### src/rtl/sfp_pkg.sv
// Shared types and constants for the sentence frame parser.
// Holds character codes, phase and status codes, register indexes and the
// structs that pass between the parser's modules. No dependencies.
`default_nettype none

package sfp_pkg;

   // Framing characters.
   localparam logic [7:0] CHAR_DOLLAR = 8'h24;
   localparam logic [7:0] CHAR_COMMA  = 8'h2C;
   localparam logic [7:0] CHAR_STAR   = 8'h2A;

   // Reset values of the limit registers.
   localparam logic [3:0] TYPE_LIMIT_RESET    = 4'd6;
   localparam logic [7:0] PAYLOAD_LIMIT_RESET = 8'd100;

   // Parser phases.
   localparam logic [1:0] PH_HUNT    = 2'd0;
   localparam logic [1:0] PH_TYPE    = 2'd1;
   localparam logic [1:0] PH_PAYLOAD = 2'd2;

   // Result status codes.
   localparam logic [1:0] ST_NONE  = 2'd0;
   localparam logic [1:0] ST_DONE  = 2'd1;
   localparam logic [1:0] ST_ERROR = 2'd2;

   // Register indexes (word address bit 2).
   localparam logic REG_TYPE_LIMIT    = 1'b0;
   localparam logic REG_PAYLOAD_LIMIT = 1'b1;

   typedef struct packed {
      logic [3:0] type_limit;
      logic [7:0] payload_limit;
   } sfp_limits_type;

   typedef struct packed {
      logic [1:0] status;
      logic       store_type;
      logic       store_payload;
      logic [6:0] store_index;
      logic [7:0] store_char;
      logic [3:0] type_length;
      logic [7:0] payload_length;
   } sfp_result_type;

endpackage

`default_nettype wire

### src/rtl/sfp_csr.sv
// Configuration registers of the sentence frame parser on an APB-style port.
// Depends on sfp_pkg for register indexes, reset values and the limits struct.
`default_nettype none

module sfp_csr (
   input  wire logic                  clock,
   input  wire logic                  reset,
   input  wire logic                  psel,
   input  wire logic                  penable,
   input  wire logic                  pwrite,
   input  wire logic [2:0]            paddr,
   input  wire logic [31:0]           pwdata,
   output logic [31:0]                prdata,
   output logic                       pready,
   output sfp_pkg::sfp_limits_type    limits
);
   import sfp_pkg::*;

   logic [3:0] type_limit_ff, type_limit_in;
   logic [7:0] payload_limit_ff, payload_limit_in;
   logic       wr_en;

   assign pready = 1'b1;
   assign wr_en  = psel && penable && pwrite;

   // The low two address bits are byte offsets within the word.
   always_comb begin
      type_limit_in    = type_limit_ff;
      payload_limit_in = payload_limit_ff;
      if (wr_en) begin
         unique case (paddr[2])
            REG_TYPE_LIMIT:    type_limit_in    = pwdata[3:0];
            REG_PAYLOAD_LIMIT: payload_limit_in = pwdata[7:0];
            default: ;
         endcase
      end
   end

   always_ff @(posedge clock) begin
      if (reset) begin
         type_limit_ff    <= TYPE_LIMIT_RESET;
         payload_limit_ff <= PAYLOAD_LIMIT_RESET;
      end else begin
         type_limit_ff    <= type_limit_in;
         payload_limit_ff <= payload_limit_in;
      end
   end

   always_comb begin
      unique case (paddr[2])
         REG_TYPE_LIMIT:    prdata = {28'd0, type_limit_ff};
         REG_PAYLOAD_LIMIT: prdata = {24'd0, payload_limit_ff};
         default:           prdata = 32'd0;
      endcase
   end

   assign limits.type_limit    = type_limit_ff;
   assign limits.payload_limit = payload_limit_ff;

endmodule

`default_nettype wire

### src/rtl/sfp_core.sv
// Phase and count state of the sentence frame parser and the per-byte step.
// Depends on sfp_pkg for codes, characters and the limits and result structs.
`default_nettype none

module sfp_core #(
   parameter int TYPE_DEPTH    = 8,
   parameter int PAYLOAD_DEPTH = 128
) (
   input  wire logic                  clock,
   input  wire logic                  reset,
   input  wire logic                  step_en,
   input  wire logic [7:0]            rx_byte,
   input  wire sfp_pkg::sfp_limits_type limits,
   output sfp_pkg::sfp_result_type    result
);
   import sfp_pkg::*;

   logic [1:0] phase_ff, phase_in;
   logic [3:0] type_count_ff, type_count_in;
   logic [7:0] payload_count_ff, payload_count_in;
   logic [4:0] type_lim;
   logic [8:0] payload_lim;

   // A limit above the buffer depth acts as the depth.
   assign type_lim = (32'(limits.type_limit) > TYPE_DEPTH) ?
                     5'(TYPE_DEPTH) : {1'b0, limits.type_limit};
   assign payload_lim = (32'(limits.payload_limit) > PAYLOAD_DEPTH) ?
                        9'(PAYLOAD_DEPTH) : {1'b0, limits.payload_limit};

   always_comb begin
      phase_in         = phase_ff;
      type_count_in    = type_count_ff;
      payload_count_in = payload_count_ff;
      result           = '0;
      result.status    = ST_NONE;
      unique case (phase_ff)
         PH_TYPE: begin
            // Comma wins over the limit, and the limit wins over the star.
            if (rx_byte == CHAR_COMMA) begin
               phase_in         = PH_PAYLOAD;
               payload_count_in = 8'd0;
            end else if ({1'b0, type_count_ff} >= type_lim) begin
               phase_in      = PH_HUNT;
               type_count_in = 4'd0;
               result.status = ST_ERROR;
            end else if (rx_byte == CHAR_STAR) begin
               phase_in           = PH_HUNT;
               result.status      = ST_DONE;
               result.type_length = type_count_ff;
            end else begin
               result.store_type  = 1'b1;
               result.store_index = {3'd0, type_count_ff};
               result.store_char  = rx_byte;
               type_count_in      = 4'(type_count_ff + 4'd1);
            end
         end
         PH_PAYLOAD: begin
            if (rx_byte == CHAR_STAR) begin
               phase_in              = PH_HUNT;
               result.status         = ST_DONE;
               result.type_length    = type_count_ff;
               result.payload_length = payload_count_ff;
            end else if ({1'b0, payload_count_ff} >= payload_lim) begin
               phase_in         = PH_HUNT;
               payload_count_in = 8'd0;
               result.status    = ST_ERROR;
            end else begin
               result.store_payload = 1'b1;
               result.store_index   = payload_count_ff[6:0];
               result.store_char    = rx_byte;
               payload_count_in     = 8'(payload_count_ff + 8'd1);
            end
         end
         default: begin
            // Hunting, and the unused code behaves the same way.
            phase_in = PH_HUNT;
            if (rx_byte == CHAR_DOLLAR) begin
               phase_in      = PH_TYPE;
               type_count_in = 4'd0;
            end
         end
      endcase
   end

   always_ff @(posedge clock) begin
      if (reset) begin
         phase_ff         <= PH_HUNT;
         type_count_ff    <= 4'd0;
         payload_count_ff <= 8'd0;
      end else if (step_en) begin
         phase_ff         <= phase_in;
         type_count_ff    <= type_count_in;
         payload_count_ff <= payload_count_in;
      end
   end

endmodule

`default_nettype wire

### src/rtl/sentence_frame_parser.sv
// Sentence frame parser: top level with input register, step and result register.
// Depends on sfp_pkg, sfp_csr and sfp_core.
`default_nettype none

// The parser frames sentences of the form $TYPE,PAYLOAD* or $TYPE* from a
// stream of received bytes, one byte per item on the req_ channel, and returns
// exactly one result item on the rsp_ channel for every byte. A result either
// reports a character to store (into the type or the payload buffer, with its
// index), a completed message with its type and payload lengths, a parse error
// when a limit is exceeded, or nothing at all. The block sustains one item per
// clock cycle while the result side is not stalled: an accepted byte is held
// in the input register, the phase and count update runs in a single pass of
// logic, and the result is held in the result register. Both registers form a
// two-deep pipeline, so the input register can still take one byte while a
// result waits. The limits are set through the csr_ port and should only be
// written while the parser is idle; a limit above the buffer depth acts as that
// depth.

module sentence_frame_parser #(
   parameter int TYPE_DEPTH    = 8,
   parameter int PAYLOAD_DEPTH = 128
) (
   input  wire logic        clock,
   input  wire logic        reset,
   // Input channel.
   input  wire logic        req_tvalid,
   output logic             req_tready,
   input  wire logic [7:0]  req_tdata,    // [7:0] rx_byte
   // Result channel.
   output logic             rsp_tvalid,
   input  wire logic        rsp_tready,
   output logic [31:0]      rsp_tdata,    // [6:0] store_index, [14:7] store_char,
                                          // [18:15] type_length,
                                          // [26:19] payload_length, rest zero
   output logic [3:0]       rsp_tuser,    // [1:0] status, [2] store_type,
                                          // [3] store_payload
   // Configuration port.
   input  wire logic        csr_psel,
   input  wire logic        csr_penable,
   input  wire logic        csr_pwrite,
   input  wire logic [2:0]  csr_paddr,
   input  wire logic [31:0] csr_pwdata,
   output logic [31:0]      csr_prdata,
   output logic             csr_pready
);
   import sfp_pkg::*;

   sfp_limits_type limits;
   sfp_result_type step_result;

   logic           in_valid_ff, in_valid_in;
   logic [7:0]     in_byte_ff, in_byte_in;
   logic           rsp_valid_ff, rsp_valid_in;
   sfp_result_type rsp_ff, rsp_in;
   logic           out_ready;
   logic           step_en;

   sfp_csr u_csr (
      .clock   (clock),
      .reset   (reset),
      .psel    (csr_psel),
      .penable (csr_penable),
      .pwrite  (csr_pwrite),
      .paddr   (csr_paddr),
      .pwdata  (csr_pwdata),
      .prdata  (csr_prdata),
      .pready  (csr_pready),
      .limits  (limits)
   );

   // The result register can take a new result when it is empty or being
   // drained this cycle; the input register in turn can refill as it moves on.
   assign out_ready  = !rsp_valid_ff || rsp_tready;
   assign req_tready = !in_valid_ff || out_ready;
   assign step_en    = in_valid_ff && out_ready;

   sfp_core #(
      .TYPE_DEPTH    (TYPE_DEPTH),
      .PAYLOAD_DEPTH (PAYLOAD_DEPTH)
   ) u_core (
      .clock   (clock),
      .reset   (reset),
      .step_en (step_en),
      .rx_byte (in_byte_ff),
      .limits  (limits),
      .result  (step_result)
   );

   always_comb begin
      in_valid_in  = in_valid_ff;
      in_byte_in   = in_byte_ff;
      rsp_valid_in = rsp_valid_ff;
      rsp_in       = rsp_ff;
      if (req_tready) begin
         in_valid_in = req_tvalid;
         in_byte_in  = req_tdata;
      end
      if (out_ready) begin
         rsp_valid_in = in_valid_ff;
         rsp_in       = step_result;
      end
   end

   // Control state is cleared by reset; the payload registers are not.
   always_ff @(posedge clock) begin
      if (reset) begin
         in_valid_ff  <= 1'b0;
         rsp_valid_ff <= 1'b0;
      end else begin
         in_valid_ff  <= in_valid_in;
         rsp_valid_ff <= rsp_valid_in;
      end
   end

   always_ff @(posedge clock) begin
      in_byte_ff <= in_byte_in;
      rsp_ff     <= rsp_in;
   end

   assign rsp_tvalid = rsp_valid_ff;
   assign rsp_tdata  = {5'd0, rsp_ff.payload_length, rsp_ff.type_length,
                        rsp_ff.store_char, rsp_ff.store_index};
   assign rsp_tuser  = {rsp_ff.store_payload, rsp_ff.store_type, rsp_ff.status};

`ifndef SYNTHESIS
   // A result never stores into both buffers at once.
   assert property (@(posedge clock) disable iff (reset)
      rsp_tvalid |-> !(rsp_tuser[2] && rsp_tuser[3]))
      else $error("result stores into both buffers");

   // A completed message or an error carries no store write.
   assert property (@(posedge clock) disable iff (reset)
      (rsp_tvalid && rsp_tuser[1:0] != ST_NONE) |-> !(rsp_tuser[2] || rsp_tuser[3]))
      else $error("status result also carries a store write");

   // The status field only ever holds a defined code.
   assert property (@(posedge clock) disable iff (reset)
      rsp_tvalid |-> (rsp_tuser[1:0] == ST_NONE || rsp_tuser[1:0] == ST_DONE ||
                      rsp_tuser[1:0] == ST_ERROR))
      else $error("undefined status code");

   // With both pipeline registers full and the result stalled, no byte enters.
   assert property (@(posedge clock) disable iff (reset)
      (in_valid_ff && rsp_valid_ff && !rsp_tready) |-> !req_tready)
      else $error("input accepted while pipeline is full");

   // A stepped byte always reaches the result register when it is stepped.
   assert property (@(posedge clock) disable iff (reset)
      step_en |=> rsp_valid_ff)
      else $error("step result lost");
`endif

endmodule

`default_nettype wire

### config.mk
export PLATFORM = sky130hd
export DESIGN_NAME = sentence_frame_parser
export DESIGN_NICKNAME = d
export VERILOG_FILES = /design/src/rtl/sfp_pkg.sv /design/src/rtl/sfp_csr.sv /design/src/rtl/sfp_core.sv /design/src/rtl/sentence_frame_parser.sv
export SDC_FILE = /design/constraint.sdc
export NUM_CORES = 1
export LEC_CHECK = 0
export ABC_CLOCK_PERIOD_IN_PS = 3200
export BUFFER_PORTS_ARGS = -buffer_cell sky130_fd_sc_hd__buf_2
export CELL_PAD_IN_SITES_DETAIL_PLACEMENT = 2
export CELL_PAD_IN_SITES_GLOBAL_PLACEMENT = 2
export CORE_MARGIN = 3
export CORE_UTILIZATION = 30
export CTS_CLUSTER_DIAMETER = 120
export DETAILED_ROUTE_END_ITERATION = 6
export GPL_ROUTABILITY_DRIVEN = 0
export PLACE_DENSITY_LB_ADDON = 0.1
export SYNTH_ARGS = -nofsm -noshare
export SYNTH_HDL_FRONTEND = slang
export SYNTH_SLANG_ARGS = --single-unit
export TNS_END_PERCENT = 30
### constraint.sdc
create_clock -name clock -period 3.2 [get_ports clock]
set_input_delay 0.48 -clock clock [delete_from_list [all_inputs] [get_ports clock]]
set_output_delay 0.48 -clock clock [all_outputs]
set_load 0.02 [all_outputs]
# [After elaboration in Yosys (flattened, before gate mapping)]
# Cells that the tools add are included.
[word_totals] register_bits=67 word_cells=87 input_bits=50
[op_classes] add_sub_neg=2 bitwise_logic=3 n_reduce_logical=17 muxes=35 eq_ne=11 magnitude_cmp=4
[ops] cell="32-bit case mux with 2 select lines" n=1
[ops] cell="19-bit two-way mux" n=2
[ops] cell="19-bit case mux with 2 select lines" n=1
[ops] cell="8-bit two-way mux" n=4
[ops] cell="8-bit by 6-bit equality test with 1-bit output, second input constant" n=3
[ops] cell="12-bit two-way mux" n=2
[ops] cell="4-bit two-way mux" n=6
[ops] cell="16-bit two-way mux" n=1
[ops] cell="2-bit two-way mux" n=8
[ops] cell="8-bit case mux with 2 select lines" n=1
[ops] cell="15-bit two-way mux" n=1
[ops] cell="8-bit by 9-bit >= comparator with 1-bit output" n=1
[ops] cell="8-bit by 1-bit adder with 8-bit output, second input constant" n=1
[ops] cell="8-bit > comparator, second input constant" n=1
[ops] cell="2-bit case mux with 2 select lines" n=2
[ops] cell="4-bit case mux with 2 select lines" n=1
[ops] cell="2-bit AND reduction" n=3
[ops] cell="4-bit by 5-bit >= comparator with 1-bit output" n=1
[ops] cell="5-bit AND reduction" n=1
[ops] cell="4-bit by 1-bit adder with 4-bit output, second input constant" n=1
[ops] cell="4-bit > comparator, second input constant" n=1
[ops] cell="1-bit two-way mux" n=4
[ops] cell="2-bit inequality test, second input constant" n=2
[ops] cell="4-bit by 1-bit inequality test with 1-bit output, second input constant" n=1
[ops] cell="other kinds (15)" n=22

# [Longest topological paths before layout]
[depth] ltp_word=6 mapped_depth=10 mapped_depth_nobuf=9

# [Hierarchy]
# A second synthesis with hierarchy kept.
[hier_totals] cells_unflattened=355 hier_area_um2=3749.8
[by_module_without_submodules] mod="sfp_core" instances=1 seq_area_each_um2=280.3 area_per_inst_um2=1646.6 cells_each=215
[by_module_without_submodules] mod="sentence_frame_parser" instances=1 seq_area_each_um2=1211.2 area_per_inst_um2=1290.0 cells_each=54
[by_module_without_submodules] mod="sfp_csr" instances=1 seq_area_each_um2=240.2 area_per_inst_um2=813.3 cells_each=86

# [Worst setup path after synthesis]
# OpenSTA, ideal clock, no wires.
[synth_path] path_kind="input to register" start="input rsp_tready" end="register u_core.payload_count_ff[7]" path_stages=8 arrival_ps=2327 slack_ps=782 path_cell_list="nor2b_1 > inv_1 > nand3b_1 > a211oi_4 > and2_1 > buf_4 > a41oi_1 > a311oi_1"
[synth_between] elab_chain_len=3
[synth_rtl] element="from (decl)" line_no="sentence_frame_parser.sv:31" text="input wire logic rsp_tready,"
[synth_rtl] element="1-bit logical OR" line_no="sentence_frame_parser.sv:73" text="assign out_ready = !rsp_valid_ff || rsp_tready;"
[synth_rtl] element="1-bit logical AND" line_no="sentence_frame_parser.sv:75" text="assign step_en = in_valid_ff && out_ready;"
[synth_rtl] element="4-bit AND reduction (no source line)"
[synth_rtl] element="to (signal assigned)" line_no="sfp_core.sv:93" text="payload_count_ff <= payload_count_in;"
[synth_rtl] element="to (decl)" line_no="sfp_core.sv:20" text="logic [7:0] payload_count_ff, payload_count_in;"
# Every way passes these cells.
# A chain may end at the register's enable or synchronous reset.

# [Worst setup path after layout]
[layout_path] start="register u_csr.payload_limit_ff[7]" end="register u_core.payload_count_ff[6]"
[layout_between] elab_chain_len=6
[layout_rtl] element="from (decl)" line_no="sfp_csr.sv:20" text="logic [7:0] payload_limit_ff, payload_limit_in;"
[layout_rtl] element="from (signal assigned)" line_no="sfp_csr.sv:45" text="payload_limit_ff <= payload_limit_in;"
[layout_rtl] element="8-bit > comparator" line_no="sfp_core.sv:27" text="assign payload_lim = (32'(limits.payload_limit) > PAYLOAD_DEPTH) ?"
[layout_rtl] element="8-bit two-way mux (*)" line_no="sfp_core.sv:27"
[layout_rtl] element="8-bit by 9-bit >= comparator with 1-bit output (*)" line_no="sfp_core.sv:63" text="end else if ({1'b0, payload_count_ff} >= payload_lim) begin"
[layout_rtl] element="8-bit two-way mux (*)" line_no="sfp_core.sv:63"
[layout_rtl] element="8-bit two-way mux (*)" line_no="sfp_core.sv:58" text="if (rx_byte == CHAR_STAR) begin"
[layout_rtl] element="8-bit case mux with 2 select lines (*)" line_no="sfp_core.sv:36" text="unique case (phase_ff)"
# Mark *: on every way between the ends. The rest lies on a longest branch, timed or not. The select of a mux whose other input is x is not followed.

==> run metrics <==
vias 2640; grt total ovfl 0; CTS Root Cell clkbuf_16; Synth Area in Compound Gates 11.3%; Power Dens Cells 536 nW/um^2; Post-Syn Instances 332; Top FF cell, synth edfxtp_1; share of cells above drive strength 1 23.8%; synth unique cells 50; CTS tree built; Top Ports 121; Yosys reg bits 67; drt via density 4.85; Die ar. 12900 sq um; slowest CP cell a221o_1; final hold vios 0; critical path's top delay family compound AO/OA/AOI/OAI gates; simple-gate area share of the yosys netlist 21.1%; Hold WC Path Type in -> reg; Worst Setup End Kind register; FMAX 0.363 GHz; Buf/Inv on CP 2; min cycle time layout 2760 ps; dpl hpwl 6720 microns; Clock Latency Late Sink 330 ps; hold_buf cts 0; pin count of the biggest net entering global routing 32; top post-synthesis cells by area edfxtp_1, dfxtp_1, buf_4; CTS sink count 67; XOR/XNOR Fraction of Synth Area 0%; main combinational cell family by area after synthesis simple AND/OR/NAND/NOR gates; IO buf count 64; Seq/Total Area, Yosys 50.0%; Non-Filler Instances 544; post-synthesis async set-or-reset flop share 0%; Syn-to-layout area delta 20.4%; Final Net Count 465; vias in the first global route 2780; post-CTS sizing 0; adder-cell area share of the yosys netlist 5.78%; drt pass-1 iters 4; startpoint types register; DR WL/cell 16.8 microns; CTS H-tree depth 3; Routed Antenna Nets 0; share of the synthesized area in the top cell type 33.8%; setup_tns 0 ps; initial drt markers 88; maximum vdd drop 0.000243 V; final setup skew 12.7 ps; Synth area leader edfxtp_1; critical path fanouts, max 11; core area 11100 sq um; cts bufs inserted 9; Max clock buf depth 2; Die W 113 microns; post-synthesis mux area share 2.13%; Pleak 0.00188 uW; CTS clk-pin slew, worst paths 60 ps; crit-path cells inv_1 -> nand2_1 -> ha_1 -> a21o_1 -> a221o_1 -> a211oi_1 -> buf_4 -> and2_1 -> a41oi_1 -> a311oi_1; period utilization 86.1%; maxcap violations 0; crit-path max cell delay 360 ps; num rows 38; actual slew at the worst max-slew pin 735 ps; RSZ-0062 raised after global routing no; antenna violations before repair 0; Residual DRC 0; final wirelength 9130 microns; setup violation total in the final timing report 0; EDFF count, synth 39; Cell Area, Synth 3460 sq um; first-pass GRT wire length 14900 microns; status completed; CP Data Required Time 3430 ps; max-slew violations 0; YS warnings 0; die height 113 microns; Setup Buffers After CTS 0; Initial Utilization 31.3%; Ant. Diodes 0; Rel. slew slack 51.0%; Total Routing Usage GR 14.7%; Syn Area/Cell 10.4 sq um; WS Path Type reg -> reg; Inst Count DP 528; CP Data Arrival Time 2990 ps
-- synthesized netlist by cell type, types with 4 or more instances --
| library cell | instances |
|---|---|
| nor3_1 | 5 |
| mux2i_1 | 4 |
| clkbuf_1 | 6 |
| dfxtp_1 | 28 |
| nand3_1 | 6 |
| edfxtp_1 | 39 |
| buf_4 | 31 |
| ha_1 | 16 |
| inv_1 | 15 |
| nand3b_1 | 7 |
| nor2b_1 | 4 |
| nor2_1 | 19 |
| a22oi_1 | 4 |
| a211o_1 | 5 |
| and2_1 | 14 |
| a21oi_1 | 20 |
| o21ai_0 | 8 |
| nand2_1 | 35 |
| and3_1 | 17 |
-- layout make-up --
class | count | area, sq um
clock buffers | 10 | 229
clock inverters | 6 | 115
fillers | 1205 | 6910
inverters | 15 | 56.3
multi-input cells | 237 | 1510
flip-flops and latches | 67 | 1730
well taps | 140 | 175
repair buffers | 69 | 358
-- path summary, 6_finish.rpt --
kind              cells after the start                                 endpoint  slack [ps]                                    from
setup / recovery                     10  u_core.payload_count_ff[6]$_SDFFE_PP0P_         440  u_csr.payload_limit_ff[7]$_SDFFE_PP0P_
hold / removal                        1                  in_byte_ff[4]$_DFFE_PP_         320                            req_tdata[4]
setup reg to reg                     10  u_core.payload_count_ff[6]$_SDFFE_PP0P_         440  u_csr.payload_limit_ff[7]$_SDFFE_PP0P_
hold reg to reg                       2   u_csr.payload_limit_ff[3]$_SDFFE_PP0P_         480  u_csr.payload_limit_ff[3]$_SDFFE_PP0P_
-- layer usage --
metal / track usage (%) / vias up / share of wire, %
met3: 3.13 / 12 / 4.4
met5: 0 / - / 0
met1: 19.6 / 1281 / 46
met2: 23.9 / 75 / 48
met4: 4.65 / 0 / 1.8
li1: - / 1272 / -
-- layout by cell type (no fill, tap or decap), drive strengths merged, types with 2 or more instances in the layout --
cell / count
buf: 69
edfxtp: 39
nand2: 35
conb: 30
dfxtp: 28
a21oi: 20
nor2: 19
and3: 17
ha: 16
inv: 15
and2: 14
clkbuf: 10
o21ai: 8
nand3b: 7
nand3: 6
nor3: 6
a211o: 5
nor2b: 5
a22oi: 4
mux2i: 4
a211oi: 4
a21o: 3
nand2b: 3
mux2: 3
bufinv: 3
nor3b: 3
nor4: 3
a31oi: 2
nand4: 2
nand4b: 2
a41oi: 2
a311oi: 2
o311a: 2
clkinv: 2
-- report_power, final --
group	switching, uW	internal [uW]	total [uW]
Combinational	99.4	39.7	139
Clock	385	764	1150
Sequential	16.2	933	949
-- per-stage QoR --
| step | setup WS [ps] | area [sq um] | hold WS (ps) | total power [uW] | util (%) |
|---|---|---|---|---|---|
| final | 444 | 4170 | 323 | 2240 | 37.7 |
| after global routing | 140 | 4170 | 308 | 2320 | 37.7 |
| after CTS | 409 | 4170 | 315 | 2270 | 37.7 |
| after detailed placement | 441 | 3830 | 474 | 1110 | 34.6 |
| after global placement | 477 | 3830 | 459 | 1100 | 34.6 |
| after floorplan | 782 | 3570 | 441 | 1090 | - |
-- logic make-up after synthesis --
logic type,Yosys count
AND/OR/NAND/NOR,128
flip-flops,67
AO/OA/AOI/OAI,56
buffers and inverters,56
adder cells (fa/ha/maj),16
multiplexers,7
other,2
-- sequential cells by signal, indices dropped and copies added, names as in the netlist --
name / cells
in_valid_ff: 1
u_core.type_count_ff: 4
u_core.payload_count_ff: 8
rsp_tdata: 27
rsp_tuser: 4
rsp_tvalid: 1
in_byte_ff: 8
u_core.phase_ff: 2
u_csr.payload_limit_ff: 8
u_csr.type_limit_ff: 4
Note: power is estimated with default switching activity, not from simulation.
